## config.mk

```make
export PLATFORM = sky130hd
export DESIGN_NAME = antialiased_glyph_blender
export DESIGN_NICKNAME = d
export VERILOG_FILES = /design/src/agb_pkg.sv /design/src/antialiased_glyph_blender.sv /design/src/agb_blend.sv
export SDC_FILE = /design/constraint.sdc
export NUM_CORES = 1
export LEC_CHECK = 0
export ABC_AREA = 1
export ABC_CLOCK_PERIOD_IN_PS = 8100
export BUFFER_PORTS_ARGS = -buffer_cell sky130_fd_sc_hd__buf_2
export CAP_MARGIN = 20
export CELL_PAD_IN_SITES_DETAIL_PLACEMENT = 1
export CELL_PAD_IN_SITES_GLOBAL_PLACEMENT = 2
export CORE_ASPECT_RATIO = 0.9
export CORE_UTILIZATION = 40
export DETAILED_ROUTE_END_ITERATION = 7
export GPL_TIMING_DRIVEN = 0
export PLACE_DENSITY = 0.92
export SKIP_LAST_GASP = 1
export SYNTH_ARGS = -nofsm -noshare
export SYNTH_HDL_FRONTEND = slang
export SYNTH_HIERARCHICAL = 1
export SYNTH_SLANG_ARGS = --single-unit
export TNS_END_PERCENT = 100
```

## constraint.sdc

```tcl
create_clock -name clk -period 8.1 [get_ports clk]
set_input_delay 1.215 -clock clk [delete_from_list [all_inputs] [get_ports clk]]
set_output_delay 1.215 -clock clk [all_outputs]
set_load 0.1 [all_outputs]
```

## src/agb_pkg.sv

```systemverilog
// ----------------------------------------------------------------------------
// agb_pkg: shared types and helpers for the antialiased glyph blender
// Payload structs, register indexes, state encoding and pixel unpacking.
// ----------------------------------------------------------------------------
package agb_pkg;

  localparam int DEF_MAX_GLYPH_WIDTH  = 64;
  localparam int DEF_MAX_GLYPH_HEIGHT = 64;

  localparam int COLOR_W     = 24;
  localparam int LEVEL_W     = 8;
  localparam int LOG2_W      = 2;
  localparam int DIM_W       = 7;
  localparam int ORIGIN_W    = 12;
  localparam int COORD_W     = 13;
  localparam int SLOTS       = 8;
  localparam int SLOT_W      = 3;
  localparam int CFG_INDEX_W = 3;
  localparam int CFG_DATA_W  = 24;

  // register indexes
  localparam logic [CFG_INDEX_W-1:0] REG_FONT_COLOR      = 3'd0;
  localparam logic [CFG_INDEX_W-1:0] REG_PIXEL_BITS_LOG2 = 3'd1;
  localparam logic [CFG_INDEX_W-1:0] REG_GLYPH_WIDTH     = 3'd2;
  localparam logic [CFG_INDEX_W-1:0] REG_GLYPH_HEIGHT    = 3'd3;
  localparam logic [CFG_INDEX_W-1:0] REG_BYTES_PER_LINE  = 3'd4;
  localparam logic [CFG_INDEX_W-1:0] REG_ORIGIN_X        = 3'd5;
  localparam logic [CFG_INDEX_W-1:0] REG_ORIGIN_Y        = 3'd6;

  typedef struct packed {
    logic [7:0]         glyph_byte;
    logic [COLOR_W-1:0] background_0;
    logic [COLOR_W-1:0] background_1;
    logic [COLOR_W-1:0] background_2;
    logic [COLOR_W-1:0] background_3;
  } in_item_t;

  typedef struct packed {
    logic [COORD_W-1:0] screen_x;
    logic [COORD_W-1:0] screen_y;
    logic [COLOR_W-1:0] pixel_color;
    logic               last_of_byte;
  } out_item_t;

  typedef enum logic [2:0] {
    ST_IDLE,
    ST_LOAD,
    ST_SCAN,
    ST_BLEND,
    ST_EMIT
  } state_t;

  typedef struct packed {
    logic               start;
    logic [LOG2_W-1:0]  pixel_bits_log2;
    logic [LEVEL_W-1:0] level;
    logic [COLOR_W-1:0] fg;
    logic [COLOR_W-1:0] bg;
  } blend_req_t;

  typedef struct packed {
    logic               done;
    logic [COLOR_W-1:0] color;
  } blend_resp_t;

  // full level for a pixel depth: 2^bits - 1
  function automatic logic [LEVEL_W-1:0] level_max(input logic [LOG2_W-1:0] lg);
    case (lg)
      2'd0:    return 8'h01;
      2'd1:    return 8'h03;
      2'd2:    return 8'h0F;
      default: return 8'hFF;
    endcase
  endfunction

  // level of a pixel slot, leftmost slot in the top bits
  function automatic logic [LEVEL_W-1:0] slot_level(input logic [7:0]        data,
                                                    input logic [LOG2_W-1:0] lg,
                                                    input logic [SLOT_W-1:0] s);
    logic [7:0] sh;
    case (lg)
      2'd0: begin
        sh = data << s;
        return {7'd0, sh[7]};
      end
      2'd1: begin
        sh = data << {s[1:0], 1'b0};
        return {6'd0, sh[7:6]};
      end
      2'd2: begin
        sh = data << {s[0], 2'b00};
        return {4'd0, sh[7:4]};
      end
      default: begin
        sh = data;
        return sh;
      end
    endcase
  endfunction

endpackage

```

## src/antialiased_glyph_blender.sv

```systemverilog
// ----------------------------------------------------------------------------
// antialiased_glyph_blender: glyph bitmap to blended screen pixels
// Unpacks one bitmap byte at a time, drops empty and out-of-width pixels and
// emits a coordinate and color per visible pixel, blending partial levels.
// ----------------------------------------------------------------------------
// sequence: the request is accepted, the pixel mask is built, then each
//   visible pixel is picked, blended when at a partial level, and emitted
// a new byte is taken only once the last pixel of the current one is emitted;
//   the partial-level cost is the shared multiplier, 6 terms x 3 phases
// reset: synchronous, clears the counters, handshakes and sequencer and loads
//   the register defaults (white font, 1 bit per pixel, 8x8 glyph, 1 byte/row)
// ----------------------------------------------------------------------------
module antialiased_glyph_blender #(
  parameter int MAX_GLYPH_WIDTH  = agb_pkg::DEF_MAX_GLYPH_WIDTH,
  parameter int MAX_GLYPH_HEIGHT = agb_pkg::DEF_MAX_GLYPH_HEIGHT
) (
  input  logic                            clk,
  input  logic                            rst,
  // configuration write port
  input  logic                            cfg_write,
  input  logic [agb_pkg::CFG_INDEX_W-1:0] cfg_index,
  input  logic [agb_pkg::CFG_DATA_W-1:0]  cfg_data,
  // bitmap byte requests
  input  logic                            in_valid,
  output logic                            in_stall,
  input  agb_pkg::in_item_t               in_data,
  // pixel requests
  output logic                            out_valid,
  input  logic                            out_stall,
  output agb_pkg::out_item_t              out_data
);

  // counter widths follow the glyph size limits
  localparam int BW     = $clog2(MAX_GLYPH_WIDTH);
  localparam int RW     = $clog2(MAX_GLYPH_HEIGHT);
  localparam int CW     = (BW + 1 > agb_pkg::DIM_W) ? BW + 1 : agb_pkg::DIM_W;
  localparam int HW     = (RW + 1 > agb_pkg::DIM_W) ? RW + 1 : agb_pkg::DIM_W;
  localparam int COL_W  = BW + 3;
  localparam int SLOTS  = agb_pkg::SLOTS;
  localparam int SLOT_W = agb_pkg::SLOT_W;

  // configuration registers
  logic [agb_pkg::COLOR_W-1:0]  font_color;
  logic [agb_pkg::LOG2_W-1:0]   pixel_bits_log2;
  logic [agb_pkg::DIM_W-1:0]    glyph_width;
  logic [agb_pkg::DIM_W-1:0]    glyph_height;
  logic [agb_pkg::DIM_W-1:0]    bytes_per_line;
  logic [agb_pkg::ORIGIN_W-1:0] origin_x;
  logic [agb_pkg::ORIGIN_W-1:0] origin_y;

  // glyph position
  logic [BW-1:0]                byte_in_row;
  logic [RW-1:0]                row_index;

  // sequencer and per-byte hold registers
  agb_pkg::state_t              state;
  agb_pkg::state_t              state_next;
  agb_pkg::in_item_t            item_hold;
  logic [COL_W-1:0]             base_col;
  logic [agb_pkg::COORD_W-1:0]  pos_y;
  logic [SLOTS-1:0]             mask;
  logic [SLOTS-1:0]             mask_next;
  logic [SLOT_W-1:0]            slot;
  logic [agb_pkg::COLOR_W-1:0]  color_hold;

  // control decoded from the state
  logic                         accept;
  logic                         do_load;
  logic                         do_pick;
  logic                         pick_full;
  logic                         do_emit;
  logic                         out_free;

  // limits and per-slot decode
  logic [CW-1:0]                bpl_lim;
  logic [CW-1:0]                wid_lim;
  logic [HW-1:0]                hgt_lim;
  logic [CW-1:0]                bir_inc;
  logic [HW-1:0]                row_inc;
  logic [COL_W-1:0]             wid_col;
  logic [3:0]                   per_byte;
  logic [agb_pkg::LEVEL_W-1:0]  maxl;
  logic [SLOT_W-1:0]            first_slot;
  logic [agb_pkg::LEVEL_W-1:0]  first_level;
  logic [SLOTS-1:0]             mask_rest;
  logic [COL_W-1:0]             col_cur;
  logic [agb_pkg::COLOR_W-1:0]  bg_first;

  agb_pkg::blend_req_t          blend_req;
  agb_pkg::blend_resp_t         blend_resp;

  // ---------------------------------------------------------------- config
  always_ff @(posedge clk) begin
    if (rst) begin
      font_color      <= 24'hFFFFFF;
      pixel_bits_log2 <= '0;
      glyph_width     <= agb_pkg::DIM_W'(8);
      glyph_height    <= agb_pkg::DIM_W'(8);
      bytes_per_line  <= agb_pkg::DIM_W'(1);
      origin_x        <= '0;
      origin_y        <= '0;
    end else if (cfg_write) begin
      case (cfg_index)
        agb_pkg::REG_FONT_COLOR:      font_color      <= cfg_data;
        agb_pkg::REG_PIXEL_BITS_LOG2: pixel_bits_log2 <= cfg_data[agb_pkg::LOG2_W-1:0];
        agb_pkg::REG_GLYPH_WIDTH:     glyph_width     <= cfg_data[agb_pkg::DIM_W-1:0];
        agb_pkg::REG_GLYPH_HEIGHT:    glyph_height    <= cfg_data[agb_pkg::DIM_W-1:0];
        agb_pkg::REG_BYTES_PER_LINE:  bytes_per_line  <= cfg_data[agb_pkg::DIM_W-1:0];
        agb_pkg::REG_ORIGIN_X:        origin_x        <= cfg_data[agb_pkg::ORIGIN_W-1:0];
        agb_pkg::REG_ORIGIN_Y:        origin_y        <= cfg_data[agb_pkg::ORIGIN_W-1:0];
        default: ;
      endcase
    end
  end

  // ---------------------------------------------------------------- limits
  // bytes per line and height saturate into 1..max, width only from above
  always_comb begin
    if (bytes_per_line == '0) begin
      bpl_lim = CW'(1);
    end else if (CW'(bytes_per_line) > CW'(MAX_GLYPH_WIDTH)) begin
      bpl_lim = CW'(MAX_GLYPH_WIDTH);
    end else begin
      bpl_lim = CW'(bytes_per_line);
    end

    if (CW'(glyph_width) > CW'(MAX_GLYPH_WIDTH)) begin
      wid_lim = CW'(MAX_GLYPH_WIDTH);
    end else begin
      wid_lim = CW'(glyph_width);
    end

    if (glyph_height == '0) begin
      hgt_lim = HW'(1);
    end else if (HW'(glyph_height) > HW'(MAX_GLYPH_HEIGHT)) begin
      hgt_lim = HW'(MAX_GLYPH_HEIGHT);
    end else begin
      hgt_lim = HW'(glyph_height);
    end
  end

  assign bir_inc  = CW'(byte_in_row) + CW'(1);
  assign row_inc  = HW'(row_index) + HW'(1);
  assign wid_col  = COL_W'(wid_lim);
  assign per_byte = 4'd8 >> pixel_bits_log2;
  assign maxl     = agb_pkg::level_max(pixel_bits_log2);

  // ---------------------------------------------------------------- slot decode
  // visible slots: inside the byte, nonzero level, left of the glyph width
  always_comb begin
    for (int s = 0; s < SLOTS; s++) begin
      mask_next[s] = (4'(s) < per_byte) &&
                     (agb_pkg::slot_level(item_hold.glyph_byte, pixel_bits_log2,
                                          SLOT_W'(s)) != '0) &&
                     ((base_col + COL_W'(s)) < wid_col);
    end
  end

  // leftmost remaining visible slot
  always_comb begin
    first_slot = '0;
    for (int s = SLOTS - 1; s >= 0; s--) begin
      if (mask[s]) begin
        first_slot = SLOT_W'(s);
      end
    end
  end

  assign first_level = agb_pkg::slot_level(item_hold.glyph_byte, pixel_bits_log2,
                                           first_slot);
  assign mask_rest   = mask & ~(SLOTS'(1) << slot);
  assign col_cur     = base_col + COL_W'(slot);

  // background for the slot being picked
  always_comb begin
    case (first_slot[1:0])
      2'd0:    bg_first = item_hold.background_0;
      2'd1:    bg_first = item_hold.background_1;
      2'd2:    bg_first = item_hold.background_2;
      default: bg_first = item_hold.background_3;
    endcase
  end

  // ---------------------------------------------------------------- sequencer
  assign out_free = !out_valid || !out_stall;

  always_comb begin
    state_next = state;
    case (state)
      agb_pkg::ST_IDLE: begin
        if (in_valid) begin
          state_next = agb_pkg::ST_LOAD;
        end
      end
      agb_pkg::ST_LOAD: begin
        state_next = agb_pkg::ST_SCAN;
      end
      agb_pkg::ST_SCAN: begin
        if (mask == '0) begin
          state_next = agb_pkg::ST_IDLE;
        end else if (first_level == maxl) begin
          state_next = agb_pkg::ST_EMIT;
        end else begin
          state_next = agb_pkg::ST_BLEND;
        end
      end
      agb_pkg::ST_BLEND: begin
        if (blend_resp.done) begin
          state_next = agb_pkg::ST_EMIT;
        end
      end
      agb_pkg::ST_EMIT: begin
        if (out_free) begin
          state_next = (mask_rest == '0) ? agb_pkg::ST_IDLE : agb_pkg::ST_SCAN;
        end
      end
      default: begin
        state_next = agb_pkg::ST_IDLE;
      end
    endcase
  end

  always_comb begin
    in_stall  = (state != agb_pkg::ST_IDLE);
    accept    = in_valid && (state == agb_pkg::ST_IDLE);
    do_load   = (state == agb_pkg::ST_LOAD);
    do_pick   = (state == agb_pkg::ST_SCAN) && (mask != '0);
    pick_full = (first_level == maxl);
    do_emit   = (state == agb_pkg::ST_EMIT) && out_free;
  end

  always_ff @(posedge clk) begin
    if (rst) begin
      state <= agb_pkg::ST_IDLE;
    end else begin
      state <= state_next;
    end
  end

  // ---------------------------------------------------------------- glyph position
  // counters advance as the byte is taken; a smaller new limit wraps them
  always_ff @(posedge clk) begin
    if (rst) begin
      byte_in_row <= '0;
      row_index   <= '0;
    end else if (accept) begin
      if (bir_inc >= bpl_lim) begin
        byte_in_row <= '0;
        if (row_inc >= hgt_lim) begin
          row_index <= '0;
        end else begin
          row_index <= row_inc[RW-1:0];
        end
      end else begin
        byte_in_row <= bir_inc[BW-1:0];
      end
    end
  end

  // ---------------------------------------------------------------- byte hold
  always_ff @(posedge clk) begin
    if (accept) begin
      item_hold <= in_data;
      base_col  <= COL_W'(byte_in_row) << (2'd3 - pixel_bits_log2);
      pos_y     <= agb_pkg::COORD_W'(origin_y) + agb_pkg::COORD_W'(row_index);
    end
    if (do_pick) begin
      slot <= first_slot;
      if (pick_full) begin
        color_hold <= font_color;
      end
    end
    if ((state == agb_pkg::ST_BLEND) && blend_resp.done) begin
      color_hold <= blend_resp.color;
    end
  end

  always_ff @(posedge clk) begin
    if (rst) begin
      mask <= '0;
    end else if (do_load) begin
      mask <= mask_next;
    end else if (do_emit) begin
      mask <= mask_rest;
    end
  end

  // ---------------------------------------------------------------- blend unit
  always_comb begin
    blend_req.start           = do_pick && !pick_full;
    blend_req.pixel_bits_log2 = pixel_bits_log2;
    blend_req.level           = first_level;
    blend_req.fg              = font_color;
    blend_req.bg              = bg_first;
  end

  agb_blend u_blend (
    .clk  (clk),
    .rst  (rst),
    .req  (blend_req),
    .resp (blend_resp)
  );

  // ---------------------------------------------------------------- output register
  // parts the sequencer from the sink so the next byte can be taken meanwhile
  always_ff @(posedge clk) begin
    if (rst) begin
      out_valid <= 1'b0;
    end else if (do_emit) begin
      out_valid <= 1'b1;
    end else if (!out_stall) begin
      out_valid <= 1'b0;
    end
  end

  always_ff @(posedge clk) begin
    if (do_emit) begin
      out_data.screen_x     <= agb_pkg::COORD_W'(origin_x) + agb_pkg::COORD_W'(col_cur);
      out_data.screen_y     <= pos_y;
      out_data.pixel_color  <= color_hold;
      out_data.last_of_byte <= (mask_rest == '0);
    end
  end

  // ---------------------------------------------------------------- checks
  // the blend unit only reports back while the sequencer waits for it
  a_blend_done_in_wait: assert property (@(posedge clk) disable iff (rst)
    blend_resp.done |-> (state == agb_pkg::ST_BLEND))
    else $error("blend result arrived outside the blend wait");

  // no visible slot beyond the pixels packed in one byte
  a_mask_in_byte: assert property (@(posedge clk) disable iff (rst)
    (state == agb_pkg::ST_SCAN) |-> ((mask >> per_byte) == '0))
    else $error("pixel mask has slots beyond the byte");

  // after a byte is taken the column counter is inside the line
  a_byte_in_line: assert property (@(posedge clk) disable iff (rst)
    accept |=> (CW'(byte_in_row) < $past(bpl_lim)))
    else $error("byte counter past the line length");

  // an emitted pixel always clears its slot from the mask
  a_emit_clears: assert property (@(posedge clk) disable iff (rst)
    do_emit |=> (mask == $past(mask_rest)))
    else $error("emitted slot still pending");

endmodule

```

## src/agb_blend.sv

```systemverilog
// ----------------------------------------------------------------------------
// agb_blend: iterative per-channel alpha blend
// One shared multiplier walks six terms (font and background for each of the
// three channels); each term is a product, a reciprocal multiply and a
// one-step remainder fix-up that gives the truncated quotient by the max level.
// ----------------------------------------------------------------------------
module agb_blend (
  input  logic                clk,
  input  logic                rst,
  input  agb_pkg::blend_req_t req,
  output agb_pkg::blend_resp_t resp
);

  localparam logic [1:0] PH_PROD  = 2'd0;
  localparam logic [1:0] PH_RECIP = 2'd1;
  localparam logic [1:0] PH_FIX   = 2'd2;
  localparam logic [2:0] LAST_TERM = 3'd5;

  // floor(2^24 / max level), saturated to 24 bits for a max level of 1
  function automatic logic [23:0] recip(input logic [agb_pkg::LOG2_W-1:0] lg);
    case (lg)
      2'd0:    return 24'hFFFFFF;
      2'd1:    return 24'h555555;
      2'd2:    return 24'h111111;
      default: return 24'h010101;
    endcase
  endfunction

  logic                              busy;
  logic                              done;
  logic [2:0]                        term;
  logic [1:0]                        phase;
  logic [agb_pkg::LOG2_W-1:0]        lg;
  logic [agb_pkg::LEVEL_W-1:0]       lvl;
  logic [agb_pkg::COLOR_W-1:0]       fg;
  logic [agb_pkg::COLOR_W-1:0]       bg;
  logic [2:0][7:0]                   acc;
  logic [15:0]                       x;
  logic [39:0]                       prod_r;

  logic [39:0]                       prod;
  logic [15:0]                       mul_a;
  logic [23:0]                       mul_b;
  logic [7:0]                        maxl;
  logic [7:0]                        inv;
  logic [7:0]                        fg_ch;
  logic [7:0]                        bg_ch;
  logic [7:0]                        opnd;
  logic [7:0]                        weight;
  logic [3:0]                        bits;
  logic [7:0]                        q0;
  logic [7:0]                        q;
  logic [17:0]                       qd;
  logic [17:0]                       r0;

  assign maxl = agb_pkg::level_max(lg);
  assign inv  = maxl - lvl;
  assign bits = 4'd1 << lg;

  always_comb begin
    case (term[2:1])
      2'd0: begin
        fg_ch = fg[23:16];
        bg_ch = bg[23:16];
      end
      2'd1: begin
        fg_ch = fg[15:8];
        bg_ch = bg[15:8];
      end
      default: begin
        fg_ch = fg[7:0];
        bg_ch = bg[7:0];
      end
    endcase
  end

  assign opnd   = term[0] ? bg_ch : fg_ch;
  assign weight = term[0] ? inv : lvl;

  // shared multiplier
  assign mul_a = (phase == PH_PROD) ? {8'd0, opnd} : prod_r[15:0];
  assign mul_b = (phase == PH_PROD) ? {16'd0, weight} : recip(lg);
  assign prod  = mul_a * mul_b;

  // quotient estimate is exact or one low; a remainder compare fixes it
  assign q0 = prod_r[31:24];
  assign qd = ({10'd0, q0} << bits) - {10'd0, q0};
  assign r0 = {2'd0, x} - qd;
  assign q  = q0 + {7'd0, (r0 >= {10'd0, maxl})};

  always_ff @(posedge clk) begin
    if (rst) begin
      busy  <= 1'b0;
      done  <= 1'b0;
      term  <= '0;
      phase <= PH_PROD;
    end else begin
      done <= 1'b0;
      if (req.start) begin
        busy  <= 1'b1;
        term  <= '0;
        phase <= PH_PROD;
      end else if (busy) begin
        case (phase)
          PH_PROD:  phase <= PH_RECIP;
          PH_RECIP: phase <= PH_FIX;
          default: begin
            phase <= PH_PROD;
            if (term == LAST_TERM) begin
              busy <= 1'b0;
              done <= 1'b1;
            end else begin
              term <= term + 3'd1;
            end
          end
        endcase
      end
    end
  end

  always_ff @(posedge clk) begin
    if (req.start) begin
      lg  <= req.pixel_bits_log2;
      lvl <= req.level;
      fg  <= req.fg;
      bg  <= req.bg;
      acc <= '0;
    end else if (busy) begin
      prod_r <= prod;
      if (phase == PH_RECIP) begin
        x <= prod_r[15:0];
      end
      if (phase == PH_FIX) begin
        acc[term[2:1]] <= acc[term[2:1]] + q;
      end
    end
  end

  assign resp.done  = done;
  assign resp.color = {acc[0], acc[1], acc[2]};

endmodule
```

# After elaboration in Yosys (flattened, before gate mapping)

Cells that the tools add are included.
Widths: inputs -> output; s select.

Flip-flop bits (word level): 436
Input port bits: 136
Output and inout port bits: 53
Word-level logic and storage cells: 247

Add/sub/neg operators: 19
Multiply operators: 1
$lt $le $gt $ge: 24
Equality and inequality tests: 25
Shift-type cells: 8
Muxes and demuxes: 59
Bitwise operators: 6
Reduce and logical (&&, ||, !) cells: 67

Operator list:

| operator            | count |
|---|---|
| $pmux 8 s3          | 11 |
| $pmux 24 s3         | 2 |
| $mux 24             | 4 |
| $lt 9x7->1          | 8 |
| $reduce_bool 8->1   | 9 |
| $mux 8              | 6 |
| $mux 3              | 13 |
| $add 9x3->9 const B | 4 |
| $mux 7              | 5 |
| $mul 16x24->32      | 1 |
| $pmux 8 s2          | 2 |
| $bwmux 24           | 1 |
| $shl 8x3->8         | 3 |
| $logic_and 1x1->1   | 22 |
| $reduce_and 2->1    | 11 |
| $gt 7x7->1 const B  | 3 |
| $add 9x2->9 const B | 2 |
| $ge 18x8->1         | 1 |
| $shl 8x4->18        | 1 |
| $sub 16x18->18      | 1 |
| $sub 18x8->18       | 1 |
| $bmux 8 s2          | 1 |
| $demux 8 s2         | 1 |
| $logic_not 8->1     | 2 |
| 47 further kinds    | 94 |

# Logic depth before layout (Yosys ltp)

Depth after elaboration: 15
Mapped depth: 36
Depth with buffers taken out: 35

# Modules after synthesis

Netlist, hierarchy kept.

Modules (own cells, without submodules):

| module                    | instances | cells each | area each (sq um) | sequential area each (sq um) |
|---|---|---|---|---|
| agb_blend                 | 1         | 1,821      | 16,198.0          | 3,563.4 |
| antialiased_glyph_blender | 1         | 1,468      | 14,488.9          | 8,027.7 |

# Least setup slack after synthesis

OpenSTA, ideal clock, no wires.

Path kind: flip-flop to flip-flop
Start point: reg u_blend/lg[1] (netlist bit)
End point: reg u_blend.prod_r[26], data pin
Library setup time: 0.259 ns
Arrival time: 6.462 ns
Data required time: 7.841 ns
Slack: 1.380 ns
Cell stages (with the launch flop): 33
Buffers on the path: 1
Period minus slack after synthesis: 6.720 ns
Path through: edfxtp_1 > buf_2 > nor2_1 > ha_1 > fa_1 > inv_1 > nand2_1 > a31oi_4 > nand4_1 > nand3_1 > xor2_1 > nand2_2 > nand2_4 > nor2_1 > fa_1 > inv_1 > fa_1 > inv_1 > fa_1 > fa_1 > fa_1 > inv_1 > fa_1 > inv_1 > ha_1 > a21o_1 > a31oi_1 > o31ai_1 > nand2_1 > nand3_1 > nand2_1 > nand2_1 > xor2_1

Cells in the longest elaborated chain, start to end: 6
Elaborated cells between the ends (all ways): 9
Classes of those cells: add/sub (1); mul (1); eq/ne (2); mux (4); reduce/logical (1)

Ends and longest elaborated chain:

| element                            | line                           | text |
|---|---|---|
| from (decl)                        | agb_blend.sv:33                | `logic [agb_pkg::LOG2_W-1:0] lg;` |
| from (signal assigned)             | agb_blend.sv:123               | `lg <= req.pixel_bits_log2;` |
| $eq 2x2->1 (tied with other cells) | agb_pkg.sv:68, agb_blend.sv:21 |  |
| $pmux 8 s3                         | agb_pkg.sv:68                  | `case (lg)` |
| $sub 8x8->8                        | agb_blend.sv:57                | `assign inv = maxl - lvl;` |
| $mux 8                             | agb_blend.sv:78                | `assign weight = term[0] ? inv : lvl;` |
| $mux 24 (*)                        | agb_blend.sv:82                | `assign mul_b = (phase == PH_PROD) ? {16'd0, weight} : recip(lg);` |
| $mul 16x24->32 (*)                 | agb_blend.sv:83                | `assign prod = mul_a * mul_b;` |
| net u_blend.prod[26]               | agb_blend.sv:41                | `logic [39:0] prod;` |
| to (signal assigned)               | agb_blend.sv:129               | `prod_r <= prod;` |
| to (decl)                          | agb_blend.sv:39                | `logic [39:0] prod_r;` |

The timed path passes the listed nets; every way through them passes the cells marked *.
A chain may end at the register's enable or synchronous reset.

# Worst setup path in the final report

Start point: reg u_blend.term[1]
End point: reg u_blend.prod_r[30], data pin

Cells in the longest elaborated chain, start to end: 5
Elaborated cells between the ends (all ways): 7
Classes of those cells: mul (1); eq/ne (1); mux (4); reduce/logical (1)

Ends and longest elaborated chain:

| element                                              | line             | text |
|---|---|---|
| from (decl)                                          | agb_blend.sv:31  | `logic [2:0] term;` |
| from (signal assigned)                               | agb_blend.sv:113 | `term <= term + 3'd1;` |
| $eq 2x1->1 / $logic_not 2->1 (equally long branches) | agb_blend.sv:61  | `case (term[2:1])` |
| $pmux 8 s2                                           | agb_blend.sv:61  |  |
| $mux 8 (*)                                           | agb_blend.sv:77  | `assign opnd = term[0] ? bg_ch : fg_ch;` |
| $mux 16 (*)                                          | agb_blend.sv:81  | `assign mul_a = (phase == PH_PROD) ? {8'd0, opnd} : prod_r[15:0];` |
| $mul 16x24->32 (*)                                   | agb_blend.sv:83  |  |
| net u_blend.prod[30]                                 | agb_blend.sv:41  |  |

Marks and branches as above.

==> results by group <==
Clocking
  – Clk slew on worst S/H paths: 60 ps
  – Root buf cell: clkbuf_16
  – Max Buffers Root-to-Sink: 3
  – CTS Hold Bufs: 0
  – Post-cts resize count: 3
  – TritonCTS clock tree: yes
  – Skew-Pair Late Insertion Delay: 600 ps
  – Setup bufs post-CTS: 0
  – CTS buffer count: 44
  – H-tree Lvls: 2
  – Clock Sinks: between 400 and 500

Final layout
  – Cell area after layout: ~35000 um^2
  – Most common cell after layout, fill and taps aside: inv_1
  – Share of layout cells above drive strength 1: 0.108
  – Area Overhead vs Synth: 12.7%
  – Commonest non-fill, non-tap cells in the layout: 624 x inv_1, 515 x nand2_1, 346 x nor2_1, 302 x edfxtp_1, 264 x fa_1
  – Filler cells: roughly 8600
  – Nets@finish: 4138
  – Final std cells w/o fill: approximately 4600
  – Flip-flop and latch area: around 12000 um^2
  – Finished Core Util: 0.460
  – Area of the multi-input gates: 16400 um^2

Min path
  – Hold wc startpoint: color_hold[15]$_DFFE_PP_
  – Hold Crit Class: reg2reg
  – Hold path cells: 0
  – Hold Path Sink: out_data[16]$_DFFE_PP_

Floorplan
  – Core area: around 75000 um^2
  – Boundary pin count: about 190
  – Die Y: 265 um
  – Site row count: 95
  – Initial Util: 0.408
  – Die area: 77800 um^2
  – Die X: 294 um

Routing
  – WL/cell: 21.0 um
  – Final WL: a little under 100 mm
  – Vias/cell: 5.19
  – Via count: 23800
  – Drc violations: 0
  – Antenna Nets Post-Route: 0
  – Drt first pass iters: 5
  – Drt initial violations: 1642

Synth
  – Mapped Cells: 3289
  – Post-synth EDFFs: slightly above 300
  – Mean Syn Cell Area: ~9.3 um^2
  – Syn. warnings: 6
  – Synth Cell Area: 30700 um^2
  – Cell variety after synth: 67
  – Top_reg_cell synth: edfxtp_1
  – Synth Register Bits: 428
  – Sequential share of the synthesized area: 0.378
  – Post-synthesis async set-or-reset flop share: 0

Job
  – Max cap viols: 0

Global routing
  – Largest net degree at the start of global routing: approximately 110
  – Initial antenna violation count: 1
  – Total gr overflow: 0
  – GRT Total Usage: 0.251
  – Global-route wire length before repair: 150 mm
  – Vias in the first global route: 25500

Power
  – Sequential power share: 0.236
  – Leak: 16.1 nW
  – Switching part of the total power: 0.484
  – Combinational share of power: 0.614
  – Clock Power Share: 0.150
  – Peak supply drop: 620 uV
  – Overall Power: 14.2 mW
  – Net switching power: just under 7 mW
  – Pwr dens: a little over 400 nW/um^2
  – Int Pwr: between 7 and 8 mW

Worst setup path
  – Crit-path max FO: 10
  – Worst r2r src: u_blend/term[1]$_SDFFE_PP0P_
  – Worst EP required: 8460 ps
  – Critical R2R Capture: u_blend/prod_r[30]$_DFFE_PP_
  – Setup crit end kind: flop
  – Largest stage delay, worst path: 650 ps
  – Critical path startpoint category: flop
  – Arr. time, crit path: roughly 8000 ps
  – Reg2reg path depth: 25
  – Crit-path most repeated cell: fa_1
  – Slowest stage cell, crit path: fa_1
  – Critical path class: reg2reg
  – Reg2Reg Setup Slack: 420 ps

Placed design
  – Placed insts: 4502
  – Dpl ws: -400 ps
  – I/O Buffers: 188
  – Dpl cell area: 33000 um^2
  – Routability congestion estimate: 0.915
  – HPWL Detailed: 78.6 mm

STA
  – Worst-Margin Slew: 1050 ps
  – Final Hold Vio Count: 0
  – Final setup viols: 0
  – Rel. slew slack: 0.297
  – Shortest period the worst path allows: 7680 ps
  – Fin. max-slew vios: 0
  – FMAX: 0.130 GHz
  – Final cycle utilization of the critical path: 0.948
  – Post-route clock skew: 44.4 ps
  – Setup WS post-layout: 418 ps
  – Unrepaired setup endpoints after global routing: no

Run status
  – Status: completed
-- power groups by stage --
stage	combinational (mW)	sequential [mW]	clock (mW)
2_1_floorplan	6.05	3.39	0
3_3_place_gp	8.29	3.40	0
3_5_place_dp	8.62	3.38	0
4_1_cts	8.70	3.34	2.16
5_1_grt	9.82	3.37	2.24
6_report	8.69	3.34	2.12
-- critical path: cells and delay by family, from the launching register on --
kind	cells	cell delay, ps
adders and majority gates	7	3760
DFF	1	490
AOI/OAI and AO/OA	6	1470
and+or+nand+nor	7	1040
buffers and inverters	5	640
-- layer usage --
layer	up-vias	track usage	wire, um
met3	103	0.0426	6450
met2	691	0.400	44100
met4	0	0.0469	1590
li1	11100	-	-
met5	-	0	0
met1	11900	0.360	44400
-- cells by family (layout without fill, tap and decap cells) --
group                    count (synthesis)  in the layout  share of synthesized area
multiplexers                            25             25                    0.00913
buffers and inverters                  717            992                     0.0901
flip-flops                             428            428                      0.378
AND/OR/NAND/NOR                       1115           1115                      0.155
adder cells (fa/ha/maj)                471            471                      0.257
AO/OA/AOI/OAI                          420            420                     0.0795
other                                    1              4                   0.000122
XOR/XNOR                               112            112                     0.0320
-- synthesized netlist by cell type (3+ instances only) --
cell,count,area share
nand2_1,515,0.063
inv_2,15,0.0018
nor4_1,6,0.0012
inv_1,626,0.077
nand4_1,56,0.011
o21ai_1,9,0.0015
o21bai_1,11,0.0027
mux2_2,24,0.0088
a21oi_1,139,0.023
o21ai_0,145,0.024
a2111oi_0,3,0.00086
buf_2,17,0.0028
o21a_1,7,0.0017
o22ai_1,27,0.0055
ha_1,207,0.084
nor2_1,353,0.043
nor3_1,21,0.0034
nor2_2,8,0.0016
o221ai_1,9,0.0026
o2111ai_1,4,0.0011
a22oi_1,7,0.0017
dfxtp_1,126,0.082
o211ai_1,6,0.0015
xor2_1,93,0.027
a211oi_1,4,0.00098
fa_1,264,0.17
xnor2_1,19,0.0054
a31oi_1,14,0.0029
a21o_1,8,0.0020
nand3b_1,3,0.00073
o21ai_2,9,0.0026
a221oi_1,6,0.0017
buf_6,4,0.0015
nand2_4,4,0.0015
edfxtp_1,302,0.30
nand3_1,122,0.020
clkbuf_1,40,0.0049
nor2_4,5,0.0018
nand2_2,6,0.0012
clkinv_1,6,0.00073
buf_4,5,0.0012
-- sequential cells by signal, summed over array words and instances (netlist names), 9 cells and up --
signal and flops:
origin_x 12, pos_y 13, base_col 9, u_blend/resp 24, item_hold 104, out_data 51, font_color 24, u_blend/prod_r 24
u_blend/fg 24, color_hold 24, u_blend/bg 24, u_blend/x 16, origin_y 12
-- cell type report --
class,instances,area share
Clock inverter,23,0.00760
Inverter,649,0.0708
Clock buffer,58,0.0357
Buffer,68,0.00948
Multi-Input combinational cell,2146,0.473
Timing Repair Buffer,194,0.0309
Antenna cell,1,0.0000724
Sequential cell,428,0.335
Tap cell,1018,0.0368
-- stage by stage --
stage | hold slack (ps) | TNS [ps]
final | 420 | 0
after CTS | 423 | 0
after detailed placement | 407 | -2310
after global placement | 403 | -1180
after floorplan | 400 | 0
after global routing | 426 | 0
-- worst max-delay path by stage --
stage,cells past startpoint,from,end
CTS,23,u_blend/lg[1]$_DFFE_PP_,u_blend/prod_r[30]$_DFFE_PP_
global placement,21,u_blend/lg[1]$_DFFE_PP_,u_blend/prod_r[29]$_DFFE_PP_
detailed placement,21,u_blend/lg[1]$_DFFE_PP_,u_blend/prod_r[29]$_DFFE_PP_
global route,25,u_blend/term[1]$_SDFFE_PP0P_,u_blend/prod_r[30]$_DFFE_PP_
finish,25,u_blend/term[1]$_SDFFE_PP0P_,u_blend/prod_r[30]$_DFFE_PP_
floorplan,32,u_blend/lg[1]$_DFFE_PP_,u_blend/prod_r[26]$_DFFE_PP_
No activity file was read; power rests on OpenSTA's default activity.
